==> config.mk <==
export PLATFORM = sky130hd
export DESIGN_NAME = masked_word_pattern_scanner_core_flat
export DESIGN_NICKNAME = d
export VERILOG_FILES = /design/src/hw/rtl/mwps_pkg.sv /design/src/hw/rtl/mwps_if.sv /design/src/hw/rtl/masked_word_pattern_scanner_core.sv /design/src/hw/rtl/mwps_cell.sv /design/src/hw/rtl/mwps_tally.sv /design/src/flat_wrapper.sv
export SDC_FILE = /design/constraint.sdc
export NUM_CORES = 2
export LEC_CHECK = 0
export BUFFER_PORTS_ARGS = -buffer_cell sky130_fd_sc_hd__buf_2
export CORE_MARGIN = 5
export CORE_UTILIZATION = 41
export CTS_CLUSTER_SIZE = 25
export DETAILED_ROUTE_END_ITERATION = 8
export PLACE_DENSITY = 0.55
export SYNTH_ARGS = -nofsm -noshare
export SYNTH_HDL_FRONTEND = slang
export SYNTH_SLANG_ARGS = --single-unit
==> constraint.sdc <==
create_clock -name i_clk -period 6.79 [get_ports i_clk]
set_input_delay 0.679 -clock i_clk [delete_from_list [all_inputs] [get_ports i_clk]]
set_output_delay 0.679 -clock i_clk [all_outputs]
set_load 0.01 [all_outputs]
==> src/hw/rtl/mwps_pkg.sv <==
package mwps_pkg;

    localparam int MAX_PATTERN = 16;
    localparam int COUNT_WIDTH = 16;

    localparam int CFG_LEN_W = 5;
    localparam int IDX_W     = 4;
    localparam int LEN_CW    = $clog2(MAX_PATTERN + 1);
    localparam int LMAX_W    = (LEN_CW > CFG_LEN_W) ? LEN_CW : CFG_LEN_W;
    localparam int SHOW_W    = 16;
    localparam int WIDE_W    = (COUNT_WIDTH > SHOW_W) ? COUNT_WIDTH : SHOW_W;
    localparam int SEL_W     = LEN_CW + IDX_W;

    localparam int APB_AW    = 3;
    localparam int APB_DW    = 32;

    typedef enum logic [0:0] {
        OP_LOAD = 1'b0,
        OP_SCAN = 1'b1
    } t_op;

    typedef enum logic [1:0] {
        ST_NONE   = 2'd0,
        ST_UNIQUE = 2'd1,
        ST_AMBIG  = 2'd2
    } t_status;

    // register index, taken from paddr[2]
    typedef enum logic [0:0] {
        REG_PATTERN_LENGTH = 1'b0
    } t_reg;

    typedef logic [LEN_CW-1:0] t_len;

    typedef struct packed {
        t_op                op;
        logic [IDX_W-1:0]   entry_index;
        logic [31:0]        pattern_word;
        logic [31:0]        pattern_mask;
        logic [31:0]        word_address;
        logic [31:0]        code_word;
        logic               section_start;
        logic               scan_end;
    } t_in_word;

    typedef struct packed {
        t_status            status;
        logic [31:0]        match_address;
        logic [SHOW_W-1:0]  hit_count;
    } t_out_word;

    typedef struct packed {
        logic load;
        logic scan;
        logic scan_end;
        logic active;
        logic is_last;
    } t_cell_ctl;

    typedef struct packed {
        logic        scan;
        logic        scan_end;
        logic        match;
        t_len        len;
        logic [31:0] address;
    } t_scan_ev;

endpackage

==> src/hw/rtl/mwps_if.sv <==
interface mwps_in_if;
    import mwps_pkg::*;

    logic     valid;
    logic     ready;
    t_in_word data;

    modport source (output valid, output data, input ready);
    modport sink   (input valid, input data, output ready);
endinterface

interface mwps_out_if;
    import mwps_pkg::*;

    logic      valid;
    logic      ready;
    t_out_word data;

    modport source (output valid, output data, input ready);
    modport sink   (input valid, input data, output ready);
endinterface

==> src/hw/rtl/masked_word_pattern_scanner_core.sv <==
// Masked word pattern scanner. Scan words enter at one per cycle while input
// ready is high: a row of MAX_PATTERN compare cells checks each word against
// every pattern position in the cycle it is accepted, each cell passing its
// partial-match bit to its neighbor. A scan_end word's result is registered
// into the output register, or into the skid entry while the output register
// holds an undelivered result; input ready drops only while both hold
// undelivered results. pattern_length sits at APB offset 0x0. The user must
// write it only while no scan is in flight; the block does not enforce this.
// Values above MAX_PATTERN act as MAX_PATTERN, and zero disables matching.
module masked_word_pattern_scanner_core (
    input  logic                        i_clk,
    input  logic                        i_rst_n,
    mwps_in_if.sink                     i_in,
    mwps_out_if.source                  o_out,
    input  logic                        psel,
    input  logic                        penable,
    input  logic                        pwrite,
    input  logic [mwps_pkg::APB_AW-1:0] paddr,
    input  logic [mwps_pkg::APB_DW-1:0] pwdata,
    output logic [mwps_pkg::APB_DW-1:0] prdata,
    output logic                        pready
);
    import mwps_pkg::*;

    logic [CFG_LEN_W-1:0]   r_len;
    logic [LMAX_W-1:0]      w_len_ext;
    t_len                   w_len;
    t_reg                   w_reg;
    logic                   w_acc;
    logic                   w_scan;
    logic                   w_load;
    logic                   w_in_ready;
    logic [MAX_PATTERN-1:0] w_bit;
    logic [MAX_PATTERN-1:0] w_prev;
    logic [MAX_PATTERN-1:0] w_match;
    t_scan_ev               w_ev;

    assign pready = 1'b1;
    assign w_reg  = t_reg'(paddr[2]);

    always_ff @(posedge i_clk) begin
        if (!i_rst_n) begin
            r_len <= '0;
        end else if (psel && penable && pwrite && (w_reg == REG_PATTERN_LENGTH)) begin
            r_len <= pwdata[CFG_LEN_W-1:0];
        end
    end

    always_comb begin
        prdata = '0;
        if (w_reg == REG_PATTERN_LENGTH) begin
            prdata = APB_DW'(r_len);
        end
    end

    always_comb begin
        w_len_ext = LMAX_W'(r_len);
        if (w_len_ext > LMAX_W'(MAX_PATTERN)) begin
            w_len = LEN_CW'(MAX_PATTERN);
        end else begin
            w_len = LEN_CW'(w_len_ext);
        end
    end

    assign i_in.ready = w_in_ready;
    assign w_acc      = i_in.valid && w_in_ready;
    assign w_scan     = w_acc && (i_in.data.op == OP_SCAN);
    assign w_load     = w_acc && (i_in.data.op == OP_LOAD);

    for (genvar j = 0; j < MAX_PATTERN; j++) begin : g_cell
        t_cell_ctl w_ctl;

        if (j == 0) begin : g_head
            assign w_prev[j] = 1'b1;
        end else begin : g_body
            // new section: the neighbor's partial match is dropped
            assign w_prev[j] = w_bit[j-1] && !i_in.data.section_start;
        end

        assign w_ctl.load     = w_load &&
                                (SEL_W'(i_in.data.entry_index) == SEL_W'(j));
        assign w_ctl.scan     = w_scan;
        assign w_ctl.scan_end = i_in.data.scan_end;
        assign w_ctl.active   = LEN_CW'(j) < w_len;
        assign w_ctl.is_last  = w_len == LEN_CW'(j + 1);

        mwps_cell u_cell (
            .i_clk          (i_clk),
            .i_rst_n        (i_rst_n),
            .i_ctl          (w_ctl),
            .i_prev         (w_prev[j]),
            .i_pattern_word (i_in.data.pattern_word),
            .i_pattern_mask (i_in.data.pattern_mask),
            .i_code_word    (i_in.data.code_word),
            .o_bit          (w_bit[j]),
            .o_match        (w_match[j])
        );
    end

    assign w_ev.scan     = w_scan;
    assign w_ev.scan_end = i_in.data.scan_end;
    assign w_ev.match    = |w_match;
    assign w_ev.len      = w_len;
    assign w_ev.address  = i_in.data.word_address;

    mwps_tally u_tally (
        .i_clk      (i_clk),
        .i_rst_n    (i_rst_n),
        .i_ev       (w_ev),
        .o_in_ready (w_in_ready),
        .o_out      (o_out)
    );

endmodule

==> src/hw/rtl/mwps_cell.sv <==
module mwps_cell (
    input  logic                i_clk,
    input  logic                i_rst_n,
    input  mwps_pkg::t_cell_ctl i_ctl,
    input  logic                i_prev,
    input  logic [31:0]         i_pattern_word,
    input  logic [31:0]         i_pattern_mask,
    input  logic [31:0]         i_code_word,
    output logic                o_bit,
    output logic                o_match
);
    import mwps_pkg::*;

    logic [31:0] r_word;
    logic [31:0] r_mask;
    logic        r_bit;
    logic        n_bit;
    logic        w_now;

    assign w_now   = i_prev && (((i_code_word ^ r_word) & r_mask) == 32'd0) && i_ctl.active;
    assign o_match = w_now && i_ctl.is_last;
    assign o_bit   = r_bit;

    always_comb begin
        n_bit = r_bit;
        if (i_ctl.scan) begin
            n_bit = i_ctl.scan_end ? 1'b0 : w_now;
        end
    end

    always_ff @(posedge i_clk) begin
        if (!i_rst_n) begin
            r_bit <= 1'b0;
        end else begin
            r_bit <= n_bit;
        end
    end

    always_ff @(posedge i_clk) begin
        if (i_ctl.load) begin
            r_word <= i_pattern_word;
            r_mask <= i_pattern_mask;
        end
    end

endmodule

==> src/hw/rtl/mwps_tally.sv <==
module mwps_tally (
    input  logic               i_clk,
    input  logic               i_rst_n,
    input  mwps_pkg::t_scan_ev i_ev,
    output logic               o_in_ready,
    mwps_out_if.source         o_out
);
    import mwps_pkg::*;

    localparam logic [COUNT_WIDTH-1:0] CountLimit = '1;

    logic [COUNT_WIDTH-1:0] r_cnt;
    logic [COUNT_WIDTH-1:0] n_cnt;
    logic [31:0]            r_first;
    logic [31:0]            n_first;
    logic [WIDE_W-1:0]      w_cnt_wide;
    t_out_word              w_res;
    logic                   w_push;
    logic                   w_pop;

    t_out_word              r_out;
    logic                   r_ov;
    t_out_word              r_skid;
    logic                   r_sv;

    always_comb begin
        n_cnt   = r_cnt;
        n_first = r_first;
        if (i_ev.scan && i_ev.match) begin
            if (r_cnt == '0) begin
                n_first = i_ev.address - ((32'(i_ev.len) - 32'd1) << 2);
            end
            if (r_cnt != CountLimit) begin
                n_cnt = r_cnt + COUNT_WIDTH'(1);
            end
        end
    end

    always_comb begin
        w_cnt_wide          = WIDE_W'(n_cnt);
        w_res.match_address = 32'd0;
        w_res.hit_count     = (w_cnt_wide > WIDE_W'(16'hFFFF)) ? 16'hFFFF
                                                              : w_cnt_wide[SHOW_W-1:0];
        if (n_cnt == '0) begin
            w_res.status = ST_NONE;
        end else if (n_cnt == COUNT_WIDTH'(1)) begin
            w_res.status        = ST_UNIQUE;
            w_res.match_address = n_first;
        end else begin
            w_res.status = ST_AMBIG;
        end
    end

    assign w_push      = i_ev.scan && i_ev.scan_end;
    assign w_pop       = r_ov && o_out.ready;
    assign o_in_ready  = !r_sv;
    assign o_out.valid = r_ov;
    assign o_out.data  = r_out;

    always_ff @(posedge i_clk) begin
        if (!i_rst_n) begin
            r_cnt   <= '0;
            r_first <= 32'd0;
        end else if (w_push) begin
            r_cnt   <= '0;
            r_first <= 32'd0;
        end else begin
            r_cnt   <= n_cnt;
            r_first <= n_first;
        end
    end

    // output register plus one skid entry
    always_ff @(posedge i_clk) begin
        if (!i_rst_n) begin
            r_ov <= 1'b0;
            r_sv <= 1'b0;
        end else if (r_sv) begin
            if (w_pop) begin
                r_sv <= 1'b0;
            end
        end else if (w_push) begin
            if (!r_ov || w_pop) begin
                r_ov <= 1'b1;
            end else begin
                r_sv <= 1'b1;
            end
        end else if (w_pop) begin
            r_ov <= 1'b0;
        end
    end

    always_ff @(posedge i_clk) begin
        if (r_sv) begin
            if (w_pop) begin
                r_out <= r_skid;
            end
        end else if (w_push) begin
            if (!r_ov || w_pop) begin
                r_out <= w_res;
            end else begin
                r_skid <= w_res;
            end
        end
    end

`ifndef NO_ASSERTIONS
    a_skid_behind_out: assert property (@(posedge i_clk) disable iff (!i_rst_n)
        r_sv |-> r_ov)
        else $error("skid entry held while output register empty");

    a_scan_end_clears: assert property (@(posedge i_clk) disable iff (!i_rst_n)
        w_push |=> (r_cnt == '0))
        else $error("match count not cleared after scan end");

    a_first_tracks_cnt: assert property (@(posedge i_clk) disable iff (!i_rst_n)
        (r_cnt == '0) |-> (r_first == 32'd0))
        else $error("first address set without a counted match");

    a_no_push_when_full: assert property (@(posedge i_clk) disable iff (!i_rst_n)
        r_sv |-> !w_push)
        else $error("result produced while both output slots full");
`endif

endmodule
==> src/flat_wrapper.sv <==
// flat-port wrapper written by rule: the top's interface ports become plain ports
module masked_word_pattern_scanner_core_flat import mwps_pkg::*;
  (i_clk, i_rst_n, psel, penable, pwrite, paddr, pwdata, prdata, pready, i_in_valid, i_in_data, i_in_ready, o_out_valid, o_out_data, o_out_ready);
  mwps_in_if i_in_i ();
  mwps_out_if o_out_i ();
  input  logic i_clk;
  input  logic i_rst_n;
  input  logic psel;
  input  logic penable;
  input  logic pwrite;
  input  logic [mwps_pkg::APB_AW-1:0] paddr;
  input  logic [mwps_pkg::APB_DW-1:0] pwdata;
  output logic [mwps_pkg::APB_DW-1:0] prdata;
  output logic pready;
  input wire logic [$bits(i_in_i.valid)-1:0] i_in_valid;
  input wire logic [$bits(i_in_i.data)-1:0] i_in_data;
  output wire logic [$bits(i_in_i.ready)-1:0] i_in_ready;
  output wire logic [$bits(o_out_i.valid)-1:0] o_out_valid;
  output wire logic [$bits(o_out_i.data)-1:0] o_out_data;
  input wire logic [$bits(o_out_i.ready)-1:0] o_out_ready;
  assign i_in_i.valid = i_in_valid;
  assign i_in_i.data = i_in_data;
  assign i_in_ready = i_in_i.ready;
  assign o_out_valid = o_out_i.valid;
  assign o_out_data = o_out_i.data;
  assign o_out_i.ready = o_out_ready;
  masked_word_pattern_scanner_core u_core (.i_clk(i_clk), .i_rst_n(i_rst_n), .i_in(i_in_i), .o_out(o_out_i), .psel(psel), .penable(penable), .pwrite(pwrite), .paddr(paddr), .pwdata(pwdata), .prdata(prdata), .pready(pready));
endmodule
==> results.cfg <==
[status]
status = complete, no violations

[timing]
worst_pin_slew_ps = 1250
rsz0062_at_grt = false
relSlewSlack = 0.164
fin_crit_sh = 0.890
fmax_ghz = 0.166
setup-violations-final = 0
fin_tns_setup_ps = 0
hold_violations = 0
clock-skew-final_ps = 36.8
drv_slew = 0
period_minus_slack_ps = 6040
setup_ws_ps = 748

[yosys]
synthCells = 3304
yosys-top-cells-area = edfxtp_1 (69%), xor2_1 (9.4%), a22oi_1 (3.6%)
synth_top_area_frac = 0.687
ys_seq_elements = 1194
synthArstFlopShare = 0
syn-mean-instance-area_sq_um = 14.9
synth_top_area_cell = edfxtp_1
syn_area_sq_um = 49100
ys.flop_type = edfxtp_1
ys_seq_area_frac = 0.716
synth_edf_count = 1124
synth_common_cells = edfxtp_1 (1124), xor2_1 (528), nand2_1 (328)
ys_types = 66
synth.most_common_cell = edfxtp_1
yosys_warnings = 0

[global_route]
grt.overflow.total = 0
grt_usage = 0.272
grt_pass1_vias = 28800
grt_max_degree = 77
antenna_found_initial = 33
grt_pass1_wl_um = 235000

[power]
power.leakage_nw = 19.6
finalPower_mw = 16.1
p_per_area_nw_per_um2 = 284
peakVddDrop_v = 0.000228

[clock_network]
clock-sinks = 1194
path_clk_slew_ps = 60
root_buffer = clkbuf_16
post-cts-setup-buffer-count = 0
ctsHoldBuffers = 0
tritoncts = built
clockBufferDepth = 3
clock_latency_ps = 750
h-tree-depth = 4
post_cts_resized = 0
numCtsBuffers = 133

[worst_setup_path]
worst_setup_path_start_kind = flop
critical_path_class = reg -> reg
end_kind = flop
required_ps = 7310
worstPathMaxFanout = 66
cp.arrival_ps = 6560

[placement]
gp_congestion = 0.931
dpl_worst_slack_ps = 769
dp_hpwl_um = 109000
port_buffers = 204
postPlaceCellArea_sq_um = 52500

[route]
drc = 0
num_vias = 31100
via_per_inst = 5.82
wl_per_cell_um = 33.0
firstDrtPassIters = 6
routed_wirelength_um = 176000
antenna_left = 0
dr.first_iter.drc_count = 4447

[final_layout]
final.fill_count = 10600
area_growth_pct = 15.1
drive_gt1_frac = 0.139
fin_nets = 3839
stdcell_area_sq_um = 56500

[hold_path]
worstHoldPathType = in -> reg

[die]
start_util = 0.411
io_pins = 262
die_w_um = 356
die_h_um = 356
die_area_sq_um = 127000
core_sq_um = 119000
placementRows = 127

[job]
cap_violations = 0
## sequential cells by signal, summed over array words and instances, names as in the netlist
signal / flops
u_core.r_len: 5
u_core.u_tally.o_out.valid: 1
u_core.g_cell.u_cell.o_bit: 15
u_core.u_tally.r_cnt: 16
u_core.g_cell.u_cell.r_mask: 512
u_core.g_cell.u_cell.r_word: 512
u_core.u_tally.r_skid: 50
u_core.u_tally.r_sv: 1
u_core.u_tally.r_first: 32
u_core.u_tally.o_out.data: 50
## power by group
part           internal (mW)  leakage (nW)  switching [mW]
registers               8.10          10.8          0.0200
logic                  0.270          6.79           0.805
clock network           3.99          1.99            2.87
total                   12.4          19.6            3.70
## cell families (layout without fill, tap and decap cells)
group,Yosys count,after routing,share of synthesized area
flip-flops,1194,1194,0.716
AND/OR/NAND/NOR,866,866,0.0842
XOR/XNOR,555,555,0.0990
AO/OA/AOI/OAI,432,432,0.0634
buffers and inverters,162,554,0.0163
multiplexers,56,56,0.0117
adder cells (fa/ha/maj),37,37,0.00958
other,2,33,0.000153
## layout by cell type (no fill, tap or decap), drive strengths merged, types with 27 or more instances in the layout
cell / instances
a21oi: 48
a22oi: 238
buf: 297
clkbuf: 185
clkinv: 36
conb: 28
dfxtp: 70
edfxtp: 1124
ha: 36
inv: 28
mux2i: 44
nand2: 328
nand3: 92
nand4: 130
nor2: 136
nor2b: 41
nor3: 45
o21ai: 27
o31ai: 33
xnor2: 27
xor2: 528
## stage by stage
step | hold slack (ps) | util | std cells
3_5_place_dp | 460 | 0.439 | 5102
5_1_grt | 215 | 0.473 | 5334
4_1_cts | 176 | 0.473 | 5334
2_1_floorplan | 436 | - | 3330
3_3_place_gp | 452 | 0.439 | 5102
6_report | 220 | 0.473 | 5339
## cell type report
class	instances	area (sq um)	share of cell area
multi-input combinational	1974	13400	0.237
clock buffer	185	3710	0.0656
timing repair buffer	297	1770	0.0313
inverter	25	93.8	0.00166
antenna	5	12.5	0.000221
tap	1612	2020	0.0357
clock inverter	47	368	0.00651
sequential	1194	35200	0.622
## critical path, cell delays in order, from the launching register on
cell       delay (ps)
dfxtp_1           610
nor3_1           1040
a22oi_1           280
nand3_1           170
nor3_1             60
nand3_1           260
nor3_1            130
a2111oi_2        1130
nand2_1           450
mux2i_1           240
a221o_1           330
or4_4             530
buf_12            200
o31ai_1           320
## path summary, 6_finish.rpt
kind | depth (start not counted) | start | slack (ps) | to
hold reg to reg | 2 | u_core.g_cell[0].u_cell.o_bit | 470 | u_core.g_cell[0].u_cell.o_bit
hold / removal | 3 | pwdata[4] | 220 | u_core.r_len[4]
setup / recovery | 13 | u_core.r_len[3] | 750 | u_core.u_tally.o_out.data[28]
setup reg to reg | 13 | u_core.r_len[3] | 750 | u_core.u_tally.o_out.data[28]
## layer usage
metal	GRT usage	part of all wire
met1	0.375	0.40
met2	0.436	0.47
met3	0.0488	0.096
met4	0.0976	0.039
met5	0	0
No activity file was read; power rests on OpenSTA's default activity.
